==> config.mk <==
export PLATFORM = sky130hd
export DESIGN_NAME = bve_ram
export DESIGN_NICKNAME = d
export VERILOG_FILES = /design/src/bve_ram.sv
export SDC_FILE = /design/constraint.sdc
export NUM_CORES = 1
export LEC_CHECK = 0
export BUFFER_PORTS_ARGS = -buffer_cell sky130_fd_sc_hd__buf_2
export CAP_MARGIN = 15
export CORE_MARGIN = 5
export CORE_UTILIZATION = 53
export DETAILED_ROUTE_END_ITERATION = 16
export GPL_TIMING_DRIVEN = 0
export PLACE_DENSITY = 0.76
export SLEW_MARGIN = 0
export SYNTH_ARGS = -nofsm -noshare
export SYNTH_HDL_FRONTEND = slang
export SYNTH_SLANG_ARGS = --single-unit
==> constraint.sdc <==
create_clock -name i_clk -period 1.6 [get_ports i_clk]
set_input_delay 0.32 -clock i_clk [delete_from_list [all_inputs] [get_ports i_clk]]
set_output_delay 0.32 -clock i_clk [all_outputs]
set_load 0.02 [all_outputs]
==> src/bve_ram.sv <==
`timescale 1ns / 1ps
module bve_ram #(
    parameter int Width = 8,
    parameter int Depth = 4
) (
    input  logic                     i_clk,
    input  logic                     i_we,
    input  logic [$clog2(Depth)-1:0] i_waddr,
    input  logic [Width-1:0]         i_wdata,
    input  logic [$clog2(Depth)-1:0] i_raddr,
    output logic [Width-1:0]         o_rdata
);
    logic [Width-1:0] r_mem [Depth];
    always_ff @(posedge i_clk) begin
        if (i_we) r_mem[i_waddr] <= i_wdata;
        o_rdata <= r_mem[i_raddr];
    end
endmodule

==> reports/qor.yml <==
status: "completed"
die_area_um2: 3650
synth_nets: 68
r2r_start: "r_mem[2][1]"
firstDrtPassIters: 4
drtAntennaViolNets: 0
finalClockSkew_ns: 0.00638
die_x_um: 60.4
cts.clk_slew.worst_paths_ns: 0.11
grt_start_max_net_pins: 13
ir_drop_mv: 0.755
cts_tree: "built"
wl_per_cell_um: 16.1
grt_pass1_wl_um: 2990
postCtsHoldBufs: 0
cp.depth: 1
port_buffers: 19
worstPathRequired_ns: 1.28
grt_use_met2_pct: 20.7
hold_class: "in -> reg"
endpoint: "o_rdata[0]"
clkPwrFrac_pct: 25.7
place_congestion: 0.650
finalSetupViolations: 0
slowest_stage: "dfxtp_1"
grt_use_total_pct: 12.3
rows: 18
startpoint: "o_rdata[0]"
drv_cap: 0
initial_core_util_pct: 54.9
htree_num_levels: 2
timing.final.crit_share_pct: 70.3
synth_cell_types: 8
overflow: 0
rsz0062_at_grt: "false"
crit_fanout: 1
finalCriticalPeriod_ns: 1.12
comb_power_share_pct: 7.3
antenna_found_initial: 0
fmax_ghz: 0.889
timing.final.hold_violations: 0
cts.sinks: 40
max_slew_margin_pct: 66.8
root_buffer: "clkbuf_4"
power.share.switching_pct: 20.8
synth_seq_cells: 40
first_global_vias: 617
netlist_area_um2: 1350
rrSetupSlack_ns: 0.64
synth_area_leaders: "edfxtp_1 71%, mux4_2 13%, dfxtp_1 12%"
p_int_w: 0.00142
worstPathArrival_ns: 0.80
critPathKind: "reg -> out"
synth_top_area_share_pct: 71.2
layout_commonest_cell: "edfxtp_1"
nFillCells: 170
cts-resized-gates: 0
syn_to_final_growth_pct: 14.1
crit_chain: "buf_2"
first_iter_violations: 29
slew_violations: 0
vias_per_cell: 5.32
crit_path_end_kind: "output pin"
clockBufferDepth: 2
groute.layer.met3.usage_pct: 6.38
worstSkewPairLatency_ns: 0.33
dpl_worst_slack_ns: 0.131
core_um2: 2450
routed_wl_um: 1800
netlist_instances: 54
timing.rr.end: "o_rdata[1]"
drive_gt1_share_pct: 43.9
utilization_pct: 62.7
postCtsSetupBuffers: 0
worstSetupStartpointType: "flip-flop"
io_pins: 22
final_cell_mix: "32 x edfxtp_1, 19 x buf_2, 8 x mux4_2, 8 x dfxtp_1, 5 x clkbuf_4"
layout.nets: 95
n_antenna_cell: 0
synth_top_area_cell: "edfxtp_1"
cts_buffers: 5
switching_power_w: 0.000372
busiest_layer: "met2"
syn_area_per_cell_um2: 25.0
fin_ws_ns: 0.475
synth_warnings: 0
worst_path_dominant_cell_family: "flip-flops"
ff2ff_path_depth: 1
drc: 0
vias: 596
seq_area_frac_synth_pct: 83.1
tightest_slew_ns: 0.497
p_leak_nw: 0.553
dieHeight_um: 60.4
p_seq_share_pct: 66.9
crit_buf_inv: 1
met1_usage_pct: 13.7
critical-path-max-stage-delay_ns: 0.32
pwr_density_cell_nw_per_um2: 1160
-- stage by stage --
stage | instances | setup TNS, ns | area, um2 | total power [W] | hold WS [ns]
floorplan | 54 | 0 | 1350 | 0.00130 | 0.419
global placement | 103 | -2.27 | 1480 | 0.00135 | 0.530
detailed placement | 104 | 0 | 1490 | 0.00135 | 0.538
CTS | 112 | 0 | 1540 | 0.00181 | 0.183
global route | 112 | 0 | 1540 | 0.00187 | 0.171
finish | 112 | 0 | 1540 | 0.00179 | 0.199
-- worst min path at each step --
| stage | startpoint | depth (start not counted) | to |
|---|---|---|---|
| 5_1_grt | i_wdata[3] | 1 | r_mem[2][3] |
| 2_1_floorplan | i_wdata[0] | 0 | r_mem[0][0] |
| 3_3_place_gp | i_wdata[5] | 1 | r_mem[2][5] |
| 4_1_cts | i_wdata[2] | 1 | r_mem[2][2] |
| 3_5_place_dp | i_wdata[2] | 1 | r_mem[2][2] |
| 6_report | i_wdata[5] | 1 | r_mem[3][5] |
-- power by group through the flow --
stage          Combinational, W  Clock [W]  Sequential, W
2_1_floorplan         0.0000537          0        0.00124
3_3_place_gp           0.000128          0        0.00122
4_1_cts                0.000134   0.000477        0.00120
3_5_place_dp           0.000134          0        0.00122
5_1_grt                0.000143   0.000527        0.00120
6_report               0.000131   0.000460        0.00120
-- Yosys cell counts --
cell type / n
edfxtp_1: 32
buf_6: 1
clkbuf_2: 1
and3b_1: 2
and3_1: 1
mux4_2: 8
dfxtp_1: 8
nor3b_1: 1
-- kinds of logic (layout without fill, tap and decap cells) --
| family | after synthesis | in the layout | synth area share [%] |
|---|---|---|---|
| muxes | 8 | 8 | 13.4 |
| buffers and inverters | 2 | 30 | 1.21 |
| DFF | 40 | 40 | 83.1 |
| and+or+nand+nor | 4 | 4 | 2.32 |
-- routing by layer --
layer	vias to the layer above	routed length, um
li1	276	-
met1	297	656
met2	21	995
met3	2	138
met4	0	11
met5	-	0
-- final cells by class --
class                           instances  area, um2  share of cell area, %
Timing Repair Buffer                   20        103                   6.67
Tap cell                               30       37.5                   2.44
Clock buffer                            7       45.0                   2.93
Buffer                                  2       16.3                   1.06
Multi-Input combinational cell         12        211                   13.7
Sequential cell                        40       1120                   72.8
Clock inverter                          1       5.00                  0.325
-- registers in the layout, indices dropped and copies added (netlist names) --
| name | flops |
|---|---|
| o_rdata | 8 |
| r_mem | 32 |
Note: power is estimated with default switching activity, not from simulation.
