### src/bve_pkg.sv
`timescale 1ns / 1ps
package bve_pkg;
    localparam int DefWindowDepth = 5;
    localparam int TimeW = 32;
    localparam int VelW  = 32;

    typedef enum logic [3:0] {
        ST_IDLE,
        ST_PUSH,
        ST_SPAN,
        ST_DIV,
        ST_SFIN,
        ST_TERM_INIT,
        ST_POW,
        ST_BINOM,
        ST_RD,
        ST_ACC,
        ST_NEXT,
        ST_SAT,
        ST_OUT
    } t_state;

    typedef struct packed {
        logic        op;
        logic [31:0] t;
        logic [31:0] vx;
        logic [31:0] vy;
        logic [31:0] vz;
    } t_in_beat;

    typedef struct packed {
        logic [31:0] ix;
        logic [31:0] iy;
        logic [31:0] iz;
        logic        rv;
    } t_out_beat;

    function automatic logic signed [63:0] sat32(input logic signed [63:0] v);
        logic signed [63:0] res;
        res = v;
        if (v > 64'sd2147483647) res = 64'sd2147483647;
        else if (v < -64'sd2147483648) res = -64'sd2147483648;
        return res;
    endfunction

    function automatic logic [7:0] binom8(input logic [2:0] n, input logic [2:0] k);
        logic [7:0] tbl [0:7][0:7];
        logic [7:0] res;
        for (int a = 0; a < 8; a++)
            for (int b = 0; b < 8; b++)
                tbl[a][b] = 8'd0;
        for (int a = 0; a < 8; a++) begin
            tbl[a][0] = 8'd1;
            for (int b = 1; b <= a; b++)
                tbl[a][b] = tbl[a-1][b-1] + tbl[a-1][b];
        end
        res = tbl[n][k];
        return res;
    endfunction
endpackage

### src/bve_div.sv
`timescale 1ns / 1ps
module bve_div (
    input  logic                i_clk,
    input  logic                i_rst_n,
    input  logic                i_start,
    input  logic signed [32:0]  i_num,
    input  logic signed [33:0]  i_den,
    output logic                o_done,
    output logic signed [63:0]  o_quot
);
    import bve_pkg::*;
    logic [48:0] r_rem_n, n_rem_n;
    logic [49:0] r_acc, n_acc;
    logic [48:0] r_q, n_q;
    logic [33:0] r_d, n_d;
    logic        r_neg, n_neg;
    logic [5:0]  r_cnt, n_cnt;
    logic        r_busy, n_busy;
    logic [49:0] w_try;
    logic [48:0] w_num_abs;
    logic [33:0] w_den_abs;

    assign w_num_abs = i_num[32] ? 49'((-$signed({{16{i_num[32]}}, i_num, 16'd0}) >>> 16) <<< 16)
                                 : 49'({i_num, 16'd0});
    assign w_den_abs = i_den[33] ? 34'(-i_den) : 34'(i_den);
    assign w_try = {r_acc[48:0], r_rem_n[48]} - {16'd0, r_d};

    always_comb begin
        n_rem_n = r_rem_n; n_acc = r_acc; n_q = r_q; n_d = r_d;
        n_neg = r_neg; n_cnt = r_cnt; n_busy = r_busy;
        if (i_start) begin
            n_rem_n = w_num_abs; n_acc = '0; n_q = '0; n_d = w_den_abs;
            n_neg = i_num[32] ^ i_den[33]; n_cnt = 6'd49; n_busy = 1'b1;
        end else if (r_busy) begin
            n_rem_n = {r_rem_n[47:0], 1'b0};
            if (!w_try[49]) begin
                n_acc = w_try;
                n_q = {r_q[47:0], 1'b1};
            end else begin
                n_acc = {r_acc[48:0], r_rem_n[48]};
                n_q = {r_q[47:0], 1'b0};
            end
            n_cnt = r_cnt - 6'd1;
            if (r_cnt == 6'd1) n_busy = 1'b0;
        end
    end

    always_ff @(posedge i_clk) begin
        if (!i_rst_n) begin
            r_busy <= 1'b0; r_cnt <= '0;
        end else begin
            r_busy <= n_busy; r_cnt <= n_cnt;
        end
        r_rem_n <= n_rem_n; r_acc <= n_acc; r_q <= n_q; r_d <= n_d; r_neg <= n_neg;
    end

    assign o_done = r_busy && r_cnt == 6'd1;
    assign o_quot = r_neg ? -$signed({15'd0, n_q}) : $signed({15'd0, n_q});
endmodule

### config.mk
export PLATFORM = sky130hd
export DESIGN_NAME = bve_div
export DESIGN_NICKNAME = d
export VERILOG_FILES = /design/src/bve_pkg.sv /design/src/bve_div.sv
export SDC_FILE = /design/constraint.sdc
export NUM_CORES = 1
export LEC_CHECK = 0
export BUFFER_PORTS_ARGS = -buffer_cell sky130_fd_sc_hd__buf_4
export CORE_UTILIZATION = 50
export DETAILED_ROUTE_END_ITERATION = 8
export GPL_ROUTABILITY_DRIVEN = 0
export PLACE_DENSITY = 0.68
export SKIP_LAST_GASP = 1
export SYNTH_ARGS = -nofsm -noshare
export SYNTH_HDL_FRONTEND = slang
export SYNTH_SLANG_ARGS = --single-unit
### constraint.sdc
create_clock -name i_clk -period 5.6 [get_ports i_clk]
set_clock_uncertainty 0.05 [all_clocks]
set_input_delay 0.28 -clock i_clk [delete_from_list [all_inputs] [get_ports i_clk]]
set_output_delay 0.28 -clock i_clk [all_outputs]
set_load 0.01 [all_outputs]
==> results.yml, run 1 <==
clock_tree:
  clk_latency_ns: 0.44
  cts_max_path_buffers: 2
  cts_tree: "yes"
  path_clk_slew_ns: 0.07
  root_buffer: "clkbuf_16"
  cts.sinks: 173
  numCtsBuffers: 17
  htree_levels: 4
sta:
  setup_slack_ns: 0.1575
  clock.fmax_mhz: 183.7
  finalSetupViolCount: 0
  hold_violations: 0
  period_share_pct: 97.19
  slew-limit-headroom_pct: 21.86
  worstMarginPinSlew_ns: 1.169
  maxSlewViolCount: 0
  finalCriticalPeriod_ns: 5.443
route:
  first_pass_iters: 5
  vias: 10210
  viasPerCell: 5.797
  wl_per_cell_microns: 16.44
  drt_iter0_drc: 574
  drt.antenna.violating_nets: 0
  wl_mm: 28.94
  drc: 0
job:
  drv_cap: 0
pwr:
  leakagePower_nw: 5.518
  total_power_mw: 4.163
  powerDensity_nw_per_um2: 304.9
  peakVddDrop_v: 0.0002055
global_route:
  grt_pass1_vias: 9685
  gr-total-overflow: 0
  antenna_found_initial: 0
  grt_usage_pct: 24.43
  grt_max_degree: 116
  grt_first_pass_wirelength_mm: 47.66
worst_hold_path:
  min_path_type: "primary input to register"
floorplanning:
  rows: 55
  die_w_microns: 154.3
  coreArea_sq_um: 22710
  start_util_pct: 51.07
  io_pins: 135
  die_h_microns: 154.3
  dieArea_sq_um: 23810
worst_setup_path:
  end_kind: "primary output"
  r2r_slack_ns: 1.75
  cp.arrival_ns: 5.11
  crit_type: "register to primary output"
  r2r.worst_path.cells: 12
  crit_path_end: "o_quot[30]"
  startpoint_type: "register"
  r2r_end: "r_acc[38]"
  crit_start: "r_d[1]"
  critPathMaxFanout: 4
  required_ns: 5.27
  reg2reg_from: "r_rem_n[48]"
final_layout:
  n_antenna_cell: 0
  drive_gt1_share_pct: 18.63
  postLayoutCoreUtil_pct: 60.12
  area_delta_synth_final_pct: 17.71
  final_nets: 1573
synthesis:
  yosys-top-cells-count: "nand2_1, nor2_1, a21oi_1"
  ys_types: 86
  ys_seq_elements: 173
  ys.flop_type: "dfxtp_1"
  syn_nets: 1462
  yosysWarnings: 0
  syn_inst: 1352
  synth_top_area_share_pct: 18.12
  synthMostInstantiatedCell: "nand2_1"
  synth-edff-count: 68
  synthTopCellsByArea: "dfxtp_1, edfxtp_1, xnor2_1"
  synth_top_cell_by_area: "dfxtp_1"
  syn_area_sq_um: 11600
  synthArstFlopShare_pct: 0
  synth_area_per_cell_sq_um: 8.579
  seq_area_frac_synth_pct: 35.73
placement:
  io_buffers: 134
  place_ws_ns: 0.08784
  dp_hpwl_mm: 19.99
run_status:
  status: "complete, no violations"
through the flow:
stage	TNS, ns	hold WS, ns	instance area [sq um]	instances
after CTS	-0.003150	0.01630	13430	1751
final	0	0.03730	13650	1761
after floorplan	0	0.3289	11600	1352
after global routing	-0.3548	0.03748	13650	1761
after global placement	0	0.4202	12770	1713
after detailed placement	0	0.4292	12770	1713
cells by family (layout without fill, tap and decap cells):
family          count (synthesis)  after routing  share of synthesized area [%]
simple gates                  429            429                          17.42
flops                         173            173                          35.73
buf+inv                       141            265                          5.232
compound gates                380            380                          22.55
xor+xnor                      150            150                          11.33
mux                            39             39                          3.366
fa+ha+maj                      40             40                          4.380
cell type report:
type	instances	area, sq um
Tap cell	285	356.6
Fill cell	2054	9056
Timing Repair Buffer	170	1320
Multi-Input combinational cell	1038	7010
Clock buffer	20	469.2
Clock inverter	12	112.6
Sequential cell	173	4148
Inverter	63	236.5
power breakdown:
group          switching [mW]  internal, mW  leakage [nW]  total (mW)
clock                   0.554         0.630         0.293        1.18
sequential             0.0736          1.43          1.52        1.50
combinational           0.830         0.644          3.70        1.47
worst min-delay path by stage:
stage,endpoint,from,slack [ns],cells past startpoint
final,r_busy,i_rst_n,0.04,2
after global routing,r_busy,i_rst_n,0.04,2
after CTS,r_busy,i_rst_n,0.02,2
after detailed placement,r_acc[24],r_acc[24],0.43,2
after global placement,r_acc[13],r_acc[13],0.42,2
after floorplan,r_d[0],i_den[0],0.33,0
routing by layer:
layer / up-vias / GRT usage, % / part of all wire, %
li1: 5107 / - / -
met1: 4884 / 32.26 / 47
met2: 188 / 41.58 / 48
met3: 29 / 4.007 / 3.6
met4: 0 / 6.176 / 1.2
met5: - / 0 / 0
critical path, stage by stage (launching register included):
cell and delay, ns:
edfxtp_1 0.41, inv_1 0.09, ha_1 0.22, nor2b_1 0.14, o31a_1 0.32, o21a_2 0.24, a41oi_2 0.22, o31ai_2 0.10
or3_4 0.38, a32o_2 0.30, inv_1 0.07, ha_2 0.18, o21ai_2 0.07, nor3_2 0.23, buf_4 0.14, buf_4 0.09
buf_4 0.09, buf_4 0.09, o21a_1 0.17, o21ai_2 0.11, nor4_2 0.29, nand2b_1 0.11, o31ai_2 0.22, xnor2_1 0.20
buf_4 0.17
registers in the layout, indices dropped and copies added, names as in the netlist:
register  count
r_acc        49
r_busy        1
r_cnt         6
r_d          34
r_neg         1
r_q          49
r_rem_n      33
what timing repair did:
action                                  4_1_cts  5_1_grt
resized for setup                             8       40
gates cloned                                  0        1
setup buffers                                 5        9
hold buffers                                  1        0
endpoints found under the hold margin         1        0
pin swaps                                     1       16
endpoints found under the setup margin       14       16
layout by cell type (no fill, tap or decap), drive strengths merged, types with 5 or more instances in the layout:
cell type / instances
nor2b: 9
clkbuf: 21
mux2i: 39
nor3: 18
or3: 24
nor4: 18
and3: 7
o21bai: 5
o21ai: 75
ha: 39
xor2: 45
o41ai: 17
a311oi: 21
dfxtp: 105
a21oi: 110
edfxtp: 68
or4: 16
nand2b: 18
a22o: 5
a211oi: 18
nor2: 133
nand2: 150
o31ai: 36
a21boi: 6
nand4: 12
inv: 72
a21o: 14
nand3: 8
or2: 7
xnor2: 105
a31oi: 13
o21a: 10
o41a: 9
buf: 168
o31a: 8
Note: power is estimated with default switching activity, not from simulation.
==> run 2: changes to the inputs <==
--- a/config.mk
+++ b/config.mk
@@ -7,6 +7,7 @@
 export LEC_CHECK = 0
 export BUFFER_PORTS_ARGS = -buffer_cell sky130_fd_sc_hd__buf_4
 export CORE_UTILIZATION = 50
+export CTS_BUF_LIST = sky130_fd_sc_hd__clkbuf_8
 export DETAILED_ROUTE_END_ITERATION = 8
 export GPL_ROUTABILITY_DRIVEN = 0
 export PLACE_DENSITY = 0.68
==> run 2 against run 1 <==
  * First-iteration DRC count rose by 3.0%
  * Via count increased by 0.13%
  * Utilization down 0.50 points
  * Wire length fell by 0.27%
  * Final cell count increased by 0.23%
  * Sequential power about the same
  * Critical endpoint unchanged
  * Largest cell class unchanged
==> results.yml, run 2 (synthesized netlist as in run 1, its figures left out) <==
global_route:
  grt_pass1_vias: 9630
  grt_max_degree: 116
  antenna_found_initial: 0
  grt_first_pass_wirelength_mm: 47.42
  gr-total-overflow: 0
  grt_usage_pct: 24.29
run_status:
  status: "complete, no violations"
worst_setup_path:
  r2r.worst_path.cells: 12
  cp.arrival_ns: 5.18
  reg2reg_from: "r_rem_n[48]"
  critPathMaxFanout: 4
  r2r_slack_ns: 1.79
  required_ns: 5.27
  crit_type: "register to primary output"
  r2r_end: "r_acc[38]"
  startpoint_type: "register"
  end_kind: "primary output"
sta:
  worstMarginPinSlew_ns: 1.151
  hold_violations: 0
  period_share_pct: 98.35
  finalSetupViolCount: 0
  finalCriticalPeriod_ns: 5.508
  setup_tns_ns: 0
  maxSlewViolCount: 0
  rsz0062_at_grt: "yes"
  slew-limit-headroom_pct: 23.11
  clock.fmax_mhz: 181.6
pwr:
  peakVddDrop_v: 0.0001574
  swShare_pct: 36.70
  p_comb_share_pct: 38.1
  p_switching_mw: 1.430
  p_int_mw: 2.467
  pwr-share-seq_pct: 38.6
  leakagePower_nw: 5.459
  power_frac_clock_pct: 23.3
  powerDensity_nw_per_um2: 287.8
final_layout:
  fill_cells: 2071
  final_cell_mix: "buf_4, nand2_1, nor2_1"
  mostFrequentLayoutCell: "buf_4"
  drive_gt1_share_pct: 19.12
  area_delta_synth_final_pct: 16.74
  n_antenna_cell: 0
  final_nets: 1577
  stdcell_area_sq_um: 13540
  reg.largest.list: "r_acc: 49 flops, r_q: 49 flops, r_d: 34 flops"
  postLayoutCoreUtil_pct: 59.63
route:
  viasPerCell: 5.791
  drt.antenna.violating_nets: 0
  wl_mm: 28.87
  drc: 0
  first_pass_iters: 7
  vias: 10220
  drt_iter0_drc: 591
  wl_per_cell_microns: 16.35
clock_tree:
  root_buffer: "clkbuf_8"
  htree_levels: 4
  clk_latency_ns: 0.49
  cts_max_path_buffers: 2
  numCtsBuffers: 17
  cts.sinks: 173
  path_clk_slew_ns: 0.11
  cts_tree: "yes"
worst_hold_path:
  min_delay_worst_endpoint: "r_d[13]"
  hold_depth: 2
  min_from: "i_den[13]"
  min_path_type: "primary input to register"
floorplanning:
  dieArea_sq_um: 23810
  coreArea_sq_um: 22710
  die_h_microns: 154.3
  start_util_pct: 51.07
  io_pins: 135
  rows: 55
  die_w_microns: 154.3
job:
  drv_cap: 0
placement:
  dp_hpwl_mm: 19.99
  io_buffers: 134
  place_area_sq_um: 12770
[run 2: area by class of cell]
cell class	instances	area (sq um)	area share, %
sequential	173	4148	30.63
timing repair buffer	174	1353	9.989
inverter	63	236.5	1.746
clock buffer	18	247.7	1.830
multi-input combinational	1038	7053	52.09
tap	285	356.6	2.634
clock inverter	14	146.4	1.081
[run 2: how the worst max path moves through the flow]
stage | start | endpoint | cells after the start
final | r_d[1] | o_quot[30] | 25
after global routing | r_d[1] | o_quot[30] | 25
after floorplan | r_d[14] | o_quot[48] | 20
after detailed placement | r_d[16] | o_quot[40] | 20
after global placement | r_d[16] | o_quot[40] | 20
after CTS | r_d[10] | o_quot[34] | 21
[run 2: power groups by stage]
stage	registers (mW)	logic [mW]	clock network, mW
floorplan	1.51	1.02	0
detailed placement	1.53	1.39	0
CTS	1.50	1.42	0.924
global placement	1.53	1.38	0
global route	1.52	1.64	0.969
finish	1.50	1.49	0.907
[run 2: worst max-delay path, cell delays in order, from the launching register on]
cell and delay [ns]:
edfxtp_1 0.41, inv_1 0.08, ha_1 0.22, nor2b_1 0.14, o31a_1 0.33, o21a_2 0.24, a41oi_2 0.23, o31ai_2 0.10
or3_4 0.38, a32o_2 0.30, inv_1 0.07, ha_2 0.18, o21ai_2 0.08, nor3_2 0.22, buf_4 0.14, buf_4 0.09
buf_4 0.09, buf_4 0.09, buf_4 0.10, o21a_4 0.14, o21ai_4 0.08, nor4_2 0.28, nand2b_1 0.11, o31ai_2 0.25
xnor2_1 0.18, buf_4 0.17
[run 2: per-stage QoR]
step / power, mW / instances / hold WS [ns] / worst slack [ns]
global placement: 2.902 / 1713 / 0.4202 / 0.2426
detailed placement: 2.916 / 1713 / 0.4292 / 0.08784
floorplan: 2.524 / 1352 / 0.3289 / 0.3602
finish: 3.897 / 1765 / 0.02558 / 0.09220
CTS: 3.849 / 1754 / 0.01107 / 0.05331
global route: 4.124 / 1765 / 0.01807 / -0.1367
[run 2: timing repair]
action | 4_1_cts | 5_1_grt
cloned | 0 | 1
setup buffers | 7 | 10
pin swaps | 1 | 16
hold buffers | 2 | 0
resized for setup | 17 | 38
endpoints found under the hold margin | 2 | 0
setup endpoints to repair | 14 | 16
[run 2: metal layers]
metal	track usage [%]	part of all wire (%)	vias to the layer above	wire length [microns]
met5	0	0	-	0
met4	6.459	1.4	0	401
met3	3.586	4.0	32	1158
met2	41.21	48	217	13800
met1	32.31	47	4861	13510
li1	-	-	5111	-
